===== src/rtl/core/qrs_pkg.sv =====
// shared types and constants for the quadratic root solver
// no dependencies
`timescale 1ns / 1ps

package qrs_pkg;

    localparam int DEF_COEF_WIDTH = 32;
    localparam int DEF_FRAC_BITS  = 16;
    localparam int TOL_W          = 16;
    localparam logic [TOL_W-1:0] TOL_RESET = 16'd7;

    typedef enum logic [1:0] {
        KIND_REAL    = 2'd0,
        KIND_COMPLEX = 2'd1,
        KIND_LINEAR  = 2'd2,
        KIND_NONE    = 2'd3
    } t_kind;

endpackage


===== src/rtl/core/qrs_sqrt.sv =====
// pipelined floor square root, one root bit per stage, context carried alongside
// depends on qrs_pkg
`timescale 1ns / 1ps

module qrs_sqrt import qrs_pkg::*; #(
    parameter int W     = DEF_COEF_WIDTH,
    parameter int CTX_W = 1
) (
    input  logic             i_clk,
    input  logic             i_rst_n,
    input  logic             i_en,
    input  logic             i_valid,
    input  logic [2*W:0]     i_rad,
    input  logic [CTX_W-1:0] i_ctx,
    output logic             o_valid,
    output logic [W:0]       o_root,
    output logic [CTX_W-1:0] o_ctx
);

    localparam int R  = W + 1;
    localparam int RW = R + 2;
    localparam int TW = RW + 2;

    logic             r_v    [R];
    logic [RW-1:0]    r_rem  [R];
    logic [R-1:0]     r_root [R];
    logic [2*R-1:0]   r_rest [R];
    logic [CTX_W-1:0] r_ctx  [R];

    for (genvar k = 0; k < R; k++) begin : g_stage
        logic             p_v;
        logic [RW-1:0]    p_rem;
        logic [R-1:0]     p_root;
        logic [2*R-1:0]   p_rest;
        logic [CTX_W-1:0] p_ctx;
        logic [TW-1:0]    trial, cmp;
        logic             ge;
        logic [RW-1:0]    n_rem;
        logic [R-1:0]     n_root;
        logic [2*R-1:0]   n_rest;

        if (k == 0) begin : g_first
            assign p_v    = i_valid;
            assign p_rem  = '0;
            assign p_root = '0;
            assign p_rest = {1'b0, i_rad};
            assign p_ctx  = i_ctx;
        end else begin : g_next
            assign p_v    = r_v[k-1];
            assign p_rem  = r_rem[k-1];
            assign p_root = r_root[k-1];
            assign p_rest = r_rest[k-1];
            assign p_ctx  = r_ctx[k-1];
        end

        always_comb begin
            trial  = {p_rem, p_rest[2*R-1 -: 2]};
            cmp    = TW'({p_root, 2'b01});
            ge     = trial >= cmp;
            n_rem  = ge ? RW'(trial - cmp) : RW'(trial);
            n_root = {p_root[R-2:0], ge};
            n_rest = {p_rest[2*R-3:0], 2'b00};
        end

        always_ff @(posedge i_clk) begin
            if (!i_rst_n) begin
                r_v[k] <= 1'b0;
            end else if (i_en) begin
                r_v[k] <= p_v;
            end
        end

        always_ff @(posedge i_clk) begin
            if (i_en) begin
                r_rem[k]  <= n_rem;
                r_root[k] <= n_root;
                r_rest[k] <= n_rest;
                r_ctx[k]  <= p_ctx;
            end
        end
    end

    assign o_valid = r_v[R-1];
    assign o_root  = r_root[R-1];
    assign o_ctx   = r_ctx[R-1];

endmodule


===== config.mk =====
export PLATFORM = sky130hd
export DESIGN_NAME = qrs_sqrt
export DESIGN_NICKNAME = d
export VERILOG_FILES = /design/src/rtl/core/qrs_pkg.sv /design/src/rtl/core/qrs_sqrt.sv
export SDC_FILE = /design/constraint.sdc
export NUM_CORES = 2
export LEC_CHECK = 0
export BUFFER_PORTS_ARGS = -buffer_cell sky130_fd_sc_hd__buf_4
export CAP_MARGIN = 5
export CORE_MARGIN = 2
export CORE_UTILIZATION = 45
export CTS_CLUSTER_SIZE = 14
export DETAILED_ROUTE_END_ITERATION = 12
export HOLD_SLACK_MARGIN = 0.02
export PLACE_DENSITY_LB_ADDON = 0.08
export SYNTH_ARGS = -nofsm -noshare
export SYNTH_HDL_FRONTEND = slang
export SYNTH_MEMORY_MAX_BITS = 65536
export SYNTH_SLANG_ARGS = --single-unit

===== constraint.sdc =====
create_clock -name i_clk -period 4 [get_ports i_clk]
set_input_delay 0 -clock i_clk [delete_from_list [all_inputs] [get_ports i_clk]]
set_output_delay 0 -clock i_clk [all_outputs]
set_load 0.02 [all_outputs]

==> out/qor.yml <==
io_pins: 105
die_h_um: 535
timing.setup.tns_ps: 0
setup_viol: 0
hp-start: "i_rst_n"
slew_headroom_pct: 33.7
synth_edf_count: 2744
overflow: 0
fin_cells: 14268
fin_crit_sh_pct: 96.1
async_flop_share_pct: 0
fin_skew_ps: 33.5
port-buffer-count: 104
cp-end-kind: "flop"
worst_slack_ps: 154
die_area_mm2: 0.286
fmax_ghz: 0.260
post-place-ws_ps: 61.7
ys_types: 92
holdPathEnd: "r_v[28]"
ant_nets: 0
area_growth_pct: 14.3
drc: 0
vias: 75701
design_area_mm2: 0.145
start_kind: "flop"
cts.sink_count: 2745
netlist_area_mm2: 0.127
path_cells: "or4_1 -> or3_4 -> or4_4 -> or3_1 -> or3_1 -> or3_4 -> nor3_4 -> buf_4 -> nor4b_1 -> xor2_1"
powerDensity_mw_per_mm2: 575
total_power_uw: 83300
hpwl_mm: 194
final_nets: 10958
numCtsBuffers: 307
arrival_ps: 4450
drive_gt1_share_pct: 8.87
first_global_vias: 75557
dpl.cell_count: 13570
critPathKind: "reg -> reg"
num_rows: 194
rrSetupSlack_ps: 150
cellLeakagePower_uw: 0.0556
maxCapViolations: 0
min_period_ps: 3850
reg2reg_to: "r_rem[0][291]"
grt_antenna_before_repair: 5
ys.flop_type: "edfxtp_1"
grt_max_degree: 182
die_x_um: 535
cp_data_required_time_ps: 4600
synth_cells: 9723
routed_via_density: 5.31
worstHoldPathCells: 3
synth_warnings: 0
syn_nets: 10387
dr.pass1.iters: 6
cts-root-buf: "clkbuf_16"
peakVddDrop_v: 0.000363
clk_pin_slew_ps: 60
rr_startpoint: "r_rem[0][267]"
path_max_fanout: 20
hold_viol: 0
placed_cell_area_mm2: 0.134
drtIter0Drc: 5157
core_mm2: 0.280
grt_pass1_wl_mm: 426
initial_core_util_pct: 45.3
ys_ff_latch: 2745
wl_per_cell_um: 19.0
avgSynthCellArea_um2: 13.0
grt_use_total_pct: 18.7
tightest_slew_ps: 994
htreeDepth: 5
slowest_stage: "or4_1"
tritoncts: "built"
clk_latency_ps: 880
reg2regPathDepth: 10
ys_seq_area_share_pct: 65.0
status: "complete, no violations"
slowest_delay_ps: 600
gp_congestion: 0.873
hold_class: "in -> reg"
drt-total-wl_mm: 271
cts.path.max_buffers: 4
maxSlewViolCount: 0
worst max-delay path by stage:
stage	startpoint	to	slack, ps	depth (start not counted)
after global placement	r_rem[0][267]	r_rem[0][304]	140	10
after detailed placement	r_rem[0][335]	r_rem[0][365]	60	9
final	r_rem[0][267]	r_rem[0][291]	150	10
after CTS	r_rem[0][335]	r_rem[0][365]	30	9
after global routing	r_rem[0][335]	r_rem[0][376]	-20	11
after floorplan	r_rem[0][265]	r_rem[0][302]	320	11
Yosys cell counts, types with 103 or more instances:
cell type	instances	area, um2
edfxtp_1	2744	82400
inv_1	754	2830
nand2_1	666	2500
nor2_1	602	2260
ha_1	594	7430
a21oi_1	558	2790
o21ai_0	516	2580
xor2_1	484	4240
xnor2_1	408	3570
a21o_1	271	2030
nor3_1	247	1240
clkbuf_1	175	657
nand3_1	145	726
nor4_1	130	813
nand2b_1	125	782
or3_1	104	651
nand4_1	103	644
report_power, final:
part	leakage, uW	internal [uW]	switching [uW]
registers	0.0265	36300	2560
logic	0.0244	7240	9680
clock network	0.00477	16000	11500
layer usage:
| metal | share of wire (%) | track usage (%) | wire, um | vias to the layer above |
|---|---|---|---|---|
| met3 | 3.4 | 2.03 | 9300 | 432 |
| met1 | 44 | 24.6 | 119000 | 36742 |
| li1 | - | - | - | 37154 |
| met4 | 2.8 | 5.78 | 7570 | 0 |
| met2 | 50 | 32.6 | 135000 | 1373 |
| met5 | 0 | 0 | 0 | - |
cells in the final DEF (no fill, tap or decap), types with 34 or more instances in the layout:
master / synthesis / final
xor2_1: 484 / 484
nand2b_1: 125 / 124
or2_2: 41 / 41
or3_1: 104 / 104
and3_1: 97 / 97
nor2_1: 602 / 602
clkinv_2: 0 / 54
and2_1: 35 / 34
nand4_1: 103 / 103
nor4_1: 130 / 127
o21a_1: 89 / 89
clkbuf_1: 175 / 54
nand2_1: 666 / 666
buf_12: 0 / 36
a21o_1: 271 / 271
a211oi_1: 45 / 43
xnor2_1: 408 / 408
o21bai_1: 39 / 38
inv_1: 754 / 754
o31ai_1: 62 / 62
nor2b_1: 84 / 83
edfxtp_1: 2744 / 2744
or4_1: 58 / 58
buf_4: 2 / 280
o21ai_0: 516 / 515
dlygate4sd3_1: 0 / 138
nor3_1: 247 / 245
mux2_2: 70 / 70
a31oi_1: 48 / 45
clkinv_1: 0 / 64
ha_1: 594 / 594
nand3_1: 145 / 145
a21oi_1: 558 / 557
o211ai_1: 34 / 34
clkbuf_16: 0 / 312
what timing repair did:
item,in CTS,in global routing
setup buffers,0,0
hold buffers,138,0
endpoints found under the hold margin,596,0
setup endpoints to repair,0,74
resized for setup,0,13
area by class of cell:
cell class	count	area [um2]
fill	23854	135000
sequential	2745	82400
multi-input combinational	6029	40900
clock buffer	366	8010
tap	3724	4660
timing repair buffer	456	4240
inverter	755	2830
clock inverter	191	1810
antenna	2	5.00
cells by family (layout without fill, tap and decap cells):
logic type	count (synthesis)	in the layout	share of synthesized area, %
flip-flops	2745	2745	65.0
adder cells (fa/ha/maj)	594	594	5.86
other	1	3	0.00296
XOR/XNOR	892	892	6.16
AND/OR/NAND/NOR	2561	2561	10.1
buffers and inverters	950	1768	2.83
multiplexers	90	90	0.781
AO/OA/AOI/OAI	1890	1891	9.26
registers in the layout (all words and copies together), names as in the netlist:
| signal | count |
|---|---|
| r_rem | 1062 |
| r_rest | 1056 |
| r_root | 561 |
| r_ctx | 33 |
| r_v | 33 |
critical path: cells and delay by family (launching register included):
kind	cells	cell delay, ps
xor+xnor	1	140
buf+inv	1	250
simple gates	8	2770
flops	1	400
metrics by stage:
| step | hold slack, ps | utilization (%) |
|---|---|---|
| floorplan | 98.9 | - |
| global placement | 178 | 47.8 |
| detailed placement | 180 | 47.8 |
| CTS | 120 | 51.8 |
| global route | 199 | 51.8 |
| finish | 198 | 51.8 |
No activity file was read; power rests on OpenSTA's default activity.
