--- src/rtl/core/qrs_pkg.sv ---
// shared types and constants for the quadratic root solver
// no dependencies
`timescale 1ns / 1ps

package qrs_pkg;

    localparam int DEF_COEF_WIDTH = 32;
    localparam int DEF_FRAC_BITS  = 16;
    localparam int TOL_W          = 16;
    localparam logic [TOL_W-1:0] TOL_RESET = 16'd7;

    typedef enum logic [1:0] {
        KIND_REAL    = 2'd0,
        KIND_COMPLEX = 2'd1,
        KIND_LINEAR  = 2'd2,
        KIND_NONE    = 2'd3
    } t_kind;

endpackage

--- src/rtl/core/qrs_prep.sv ---
// numerators, divisor and quotient overflow test for both divider lanes (two stages)
// depends on qrs_pkg
`timescale 1ns / 1ps

module qrs_prep import qrs_pkg::*; #(
    parameter int W = DEF_COEF_WIDTH,
    parameter int F = DEF_FRAC_BITS
) (
    input  logic         i_clk,
    input  logic         i_rst_n,
    input  logic         i_en,
    input  logic         i_valid,
    input  t_kind        i_kind,
    input  logic         i_na,
    input  logic         i_nb,
    input  logic         i_nc,
    input  logic [W-1:0] i_ma,
    input  logic [W-1:0] i_mb,
    input  logic [W-1:0] i_mc,
    input  logic [W:0]   i_root,
    output logic         o_valid,
    output t_kind        o_kind,
    output logic [W:0]   o_den,
    output logic [W:0]   o_rem0,
    output logic [W-1:0] o_low0,
    output logic         o_ovf0,
    output logic         o_neg0,
    output logic [W:0]   o_rem1,
    output logic [W-1:0] o_low1,
    output logic         o_ovf1,
    output logic         o_neg1
);

    localparam int NW  = W + 2;
    localparam int DW  = W + 1;
    localparam int NSW = NW + F;

    logic [NW-1:0] mb_x, mc_x, rad_x, sum, dif_br, dif_rb, t, u;
    logic          b_ge, rn0, rn1;
    logic [NW-1:0] n_num0, n_num1;
    logic [DW-1:0] n_den;
    logic          n_neg0, n_neg1;

    logic          r_v1, r_neg0_1, r_neg1_1;
    t_kind         r_kind1;
    logic [NW-1:0] r_num0, r_num1;
    logic [DW-1:0] r_den1;

    logic [NSW-1:0] sc0, sc1, hi0, hi1, den_x;

    logic          r_v2, r_neg0, r_neg1, r_ovf0, r_ovf1;
    t_kind         r_kind2;
    logic [DW-1:0] r_den2, r_rem0, r_rem1;
    logic [W-1:0]  r_low0, r_low1;

    // -b plus and minus the root, in sign and magnitude
    always_comb begin
        mb_x   = NW'(i_mb);
        mc_x   = NW'(i_mc);
        rad_x  = NW'(i_root);
        b_ge   = mb_x >= rad_x;
        sum    = mb_x + rad_x;
        dif_br = mb_x - rad_x;
        dif_rb = rad_x - mb_x;
        if (i_nb) begin
            t   = sum;
            rn0 = 1'b0;
            u   = b_ge ? dif_br : dif_rb;
            rn1 = !b_ge;
        end else begin
            t   = b_ge ? dif_br : dif_rb;
            rn0 = b_ge;
            u   = sum;
            rn1 = 1'b1;
        end
    end

    always_comb begin
        unique case (i_kind)
            KIND_REAL: begin
                n_num0 = t;
                n_num1 = u;
                n_den  = {i_ma, 1'b0};
                n_neg0 = rn0 ^ i_na;
                n_neg1 = rn1 ^ i_na;
            end
            KIND_COMPLEX: begin
                n_num0 = mb_x;
                n_num1 = rad_x;
                n_den  = {i_ma, 1'b0};
                n_neg0 = !i_nb ^ i_na;
                n_neg1 = i_na;
            end
            KIND_LINEAR: begin
                n_num0 = mc_x;
                n_num1 = '0;
                n_den  = DW'(i_mb);
                n_neg0 = !i_nc ^ i_nb;
                n_neg1 = 1'b0;
            end
            KIND_NONE: begin
                n_num0 = '0;
                n_num1 = '0;
                n_den  = DW'(1);
                n_neg0 = 1'b0;
                n_neg1 = 1'b0;
            end
        endcase
    end

    // quotient reaches 2^W exactly when the top of the scaled dividend reaches the divisor
    always_comb begin
        sc0   = {r_num0, {F{1'b0}}};
        sc1   = {r_num1, {F{1'b0}}};
        hi0   = sc0 >> W;
        hi1   = sc1 >> W;
        den_x = NSW'(r_den1);
    end

    always_ff @(posedge i_clk) begin
        if (!i_rst_n) begin
            r_v1 <= 1'b0;
            r_v2 <= 1'b0;
        end else if (i_en) begin
            r_v1 <= i_valid;
            r_v2 <= r_v1;
        end
    end

    always_ff @(posedge i_clk) begin
        if (i_en) begin
            r_kind1  <= i_kind;
            r_num0   <= n_num0;
            r_num1   <= n_num1;
            r_den1   <= n_den;
            r_neg0_1 <= n_neg0;
            r_neg1_1 <= n_neg1;

            r_kind2 <= r_kind1;
            r_den2  <= r_den1;
            r_neg0  <= r_neg0_1;
            r_neg1  <= r_neg1_1;
            r_ovf0  <= hi0 >= den_x;
            r_ovf1  <= hi1 >= den_x;
            r_rem0  <= hi0[DW-1:0];
            r_rem1  <= hi1[DW-1:0];
            r_low0  <= sc0[W-1:0];
            r_low1  <= sc1[W-1:0];
        end
    end

    assign o_valid = r_v2;
    assign o_kind  = r_kind2;
    assign o_den   = r_den2;
    assign o_rem0  = r_rem0;
    assign o_low0  = r_low0;
    assign o_ovf0  = r_ovf0;
    assign o_neg0  = r_neg0;
    assign o_rem1  = r_rem1;
    assign o_low1  = r_low1;
    assign o_ovf1  = r_ovf1;
    assign o_neg1  = r_neg1;

endmodule

--- config.mk ---
export PLATFORM = sky130hd
export DESIGN_NAME = qrs_prep
export DESIGN_NICKNAME = d
export VERILOG_FILES = /design/src/rtl/core/qrs_pkg.sv /design/src/rtl/core/qrs_prep.sv
export SDC_FILE = /design/constraint.sdc
export NUM_CORES = 1
export LEC_CHECK = 0
export BUFFER_PORTS_ARGS = -buffer_cell sky130_fd_sc_hd__buf_2
export CAP_MARGIN = 10
export CORE_UTILIZATION = 61
export DETAILED_ROUTE_END_ITERATION = 10
export PLACE_DENSITY = 0.95
export SLEW_MARGIN = 30
export SYNTH_ARGS = -nofsm -noshare
export SYNTH_HDL_FRONTEND = slang
export SYNTH_SLANG_ARGS = --single-unit
--- constraint.sdc ---
create_clock -name i_clk -period 10.29 [get_ports i_clk]
set_input_delay 1.029 -clock i_clk [delete_from_list [all_inputs] [get_ports i_clk]]
set_output_delay 1.029 -clock i_clk [all_outputs]
set_load 0.01 [all_outputs]
==> impl_metrics.yaml <==
floorplan:
  die_h_um: 159
  io_pins: 308
  core_um2: 23800
  initial_core_util: 0.630
  num_rows: 56
  die_x_um: 159
  die-area_um2: 25100
critical_path:
  regToRegSetupSlack_ps: 7250
  cp_slowest_cell: "o21a_1"
  crit_start: "i_mb[29]"
  critical_path.cell_chain: "buf_2 -> inv_1 -> ha_1 -> a21oi_1 -> o21ai_0 -> a21oi_1 -> o41ai_1 -> nor2_1 -> o21a_1 -> buf_4 -> mux2i_1 -> mux2i_1 -> xor2_1 -> o21ai_0 -> a22o_1"
  max_stage_delay_ps: 680
  crit_buf_inv: 3
  reg2regPathDepth: 12
  cp_max_fo: 13
  cp-start-kind: "input port"
  rr_endpoint: "o_ovf1"
  worstReg2RegStart: "r_num1[17]"
  critical_path.top_delay_family: "compound AO/OA/AOI/OAI gates"
  crit_required_ps: 10560
  end_kind: "register"
  arrival_ps: 5370
  path_class: "in -> reg"
sta:
  finalSetupTns_ps: 0
  final-max-slew-violation-count: 0
  slew_headroom: 0.324
  fmax_mhz: 196
  hold_viol: 0
  setup_viol: 0
  rsz0062_at_grt: "false"
  timing.final.crit_share: 0.496
  skew_ps: 26.0
  tightestPinTransition_ps: 1010
  final.min_clock_period_ps: 5100
logic_synthesis:
  synth_common_cells: "edfxtp_1, a21oi_1, ha_1"
  synth_top_flop_cell: "edfxtp_1"
  ys_ff_latch: 214
  synth.distinct_cells: 74
  avgSynthCellArea_um2: 9.82
  synth_top_area_share: 0.426
  syn_inst: 1523
  yosysMostFrequentCell: "edfxtp_1"
  synthTopCellsByArea: "edfxtp_1, ha_1, a21oi_1"
  synth_area_leader_cell: "edfxtp_1"
  syn-cell-area_um2: 15000
  synth_edf_count: 212
  ys_warn_count: 0
  synth-async-reset-ratio: 0
  ys_seq_area_frac: 0.428
routing:
  routed_wl_mm: 50.2
  detail-route-antenna-nets: 0
  vias: 13244
  wl_per_cell_um: 24.3
  vias_per_cell: 6.41
  first_pass_iters: 6
  drtIter0Drc: 1984
  drc: 0
cts:
  numCtsBuffers: 22
  cts_setup_buffers: 0
  insertion_delay_ps: 520
  htree_levels: 1
  clk_pin_slew_ps: 70
  clock-sinks: 214
  clockBufferDepth: 3
  cts_tree: "yes"
  cts_resized: 0
  cts-root-buf: "clkbuf_16"
  ctsHoldBuffers: 0
global_routing:
  track_usage: 0.395
  antenna_found_initial: 3
  globalRoute.totalOverflow: 0
  grt_pass1_wl_mm: 73.0
  grt_pass1_vias: 12167
  grt_max_degree: 81
pwr:
  totalPowerFinal_mw: 2.60
  p_leak_nw: 7.40
  power_density_nw_per_um2: 155
  ir_worst_vdd_mv: 0.167
hold_path:
  hold_path_depth: 0
  min_to: "o_low0[16]"
  min_from: "r_num0[0]"
  hold_path.class: "reg -> reg"
finish:
  final_util: 0.709
  fin_nets: 2001
  drive_gt1_frac: 0.180
  syn_to_final_growth_pct: 12.6
placed_design:
  gp_congestion: 1.05
  dp_hpwl_mm: 38.1
  numPortBuffers: 245
flow_run:
  cap_violations: 0
run_status:
  status: "complete, no violations"
placed cells by master (no fill, tap or decap), drive strengths merged, types with 28 or more instances in the layout:
cell and count:
ha 132, o21ai 106, o31ai 28, nor2 108, mux2i 50, conb 62, a21oi 137, buf 255
xnor2 41, inv 121, edfxtp 212, nand2 120
metal layers:
metal / GRT usage / routed length (µm) / up-vias
li1: - / - / 5839
met1: 0.571 / 20400 / 6238
met2: 0.610 / 22300 / 1018
met3: 0.0550 / 5810 / 149
met4: 0.125 / 1770 / 0
met5: 0 / 0 / -
flip-flops by register name (all words and copies together) (netlist names), 2 cells and up:
signal and count:
o_low1 16, r_num1 34, o_low0 16, r_den1 33
o_kind 2, o_rem1 18, o_rem0 18, o_den 33
r_num0 34, r_kind1 2
worst reg2reg max path: stages (launching register included):
cell      delay [ps]
edfxtp_1         430
ha_1             350
nor2b_1          160
o21a_1           180
o21ai_0          210
nand2b_1         110
a21oi_1          310
nor2_1            90
a211oi_1         300
o21a_1           160
o21ai_0           80
a221oi_1         340
nor2_1            80
through the flow:
step / area [µm²] / hold WS [ps] / setup slack [ps] / instances
final: 16800 / 421 / 5190 / 2065
after global routing: 16800 / 428 / 5090 / 2064
after CTS: 16800 / 420 / 5380 / 2062
after detailed placement: 16100 / 405 / 4850 / 2023
after global placement: 16100 / 401 / 4760 / 2023
after floorplan: 15200 / 400 / 6250 / 1584
cells by family after synthesis:
family          after synthesis  share of synthesized area
compound gates              459                      0.197
simple gates                351                      0.107
buf+inv                     256                     0.0844
flops                       214                      0.428
fa+ha+maj                   135                      0.114
mux                          57                     0.0390
xor+xnor                     50                     0.0293
other cells                   1                   0.000251
power breakdown:
part	total, mW	switching [mW]	internal (mW)
registers	1.10	0.0428	1.06
logic	0.697	0.452	0.244
clock network	0.805	0.344	0.461
total	2.60	0.840	1.77
worst max-delay path by stage:
stage                             to  slack [ps]  cells past startpoint
final                     r_num0[10]        5190                     15
after global routing      r_num1[27]        5090                     13
after CTS                 r_num0[12]        5380                     15
after detailed placement  r_num0[12]        4850                     15
after global placement    r_num0[16]        4760                     15
after floorplan           r_num0[11]        6250                     14
cell type report:
cell class,instances,area (µm²)
Sequential cell,214,6410
Inverter,120,450
Tap cell,319,399
Clock buffer,26,587
Fill cell,1730,6920
Timing Repair Buffer,256,1320
Multi-Input combinational cell,1114,7530
Clock inverter,13,130
Antenna cell,3,7.51
(Power assumes the default switching activity.)
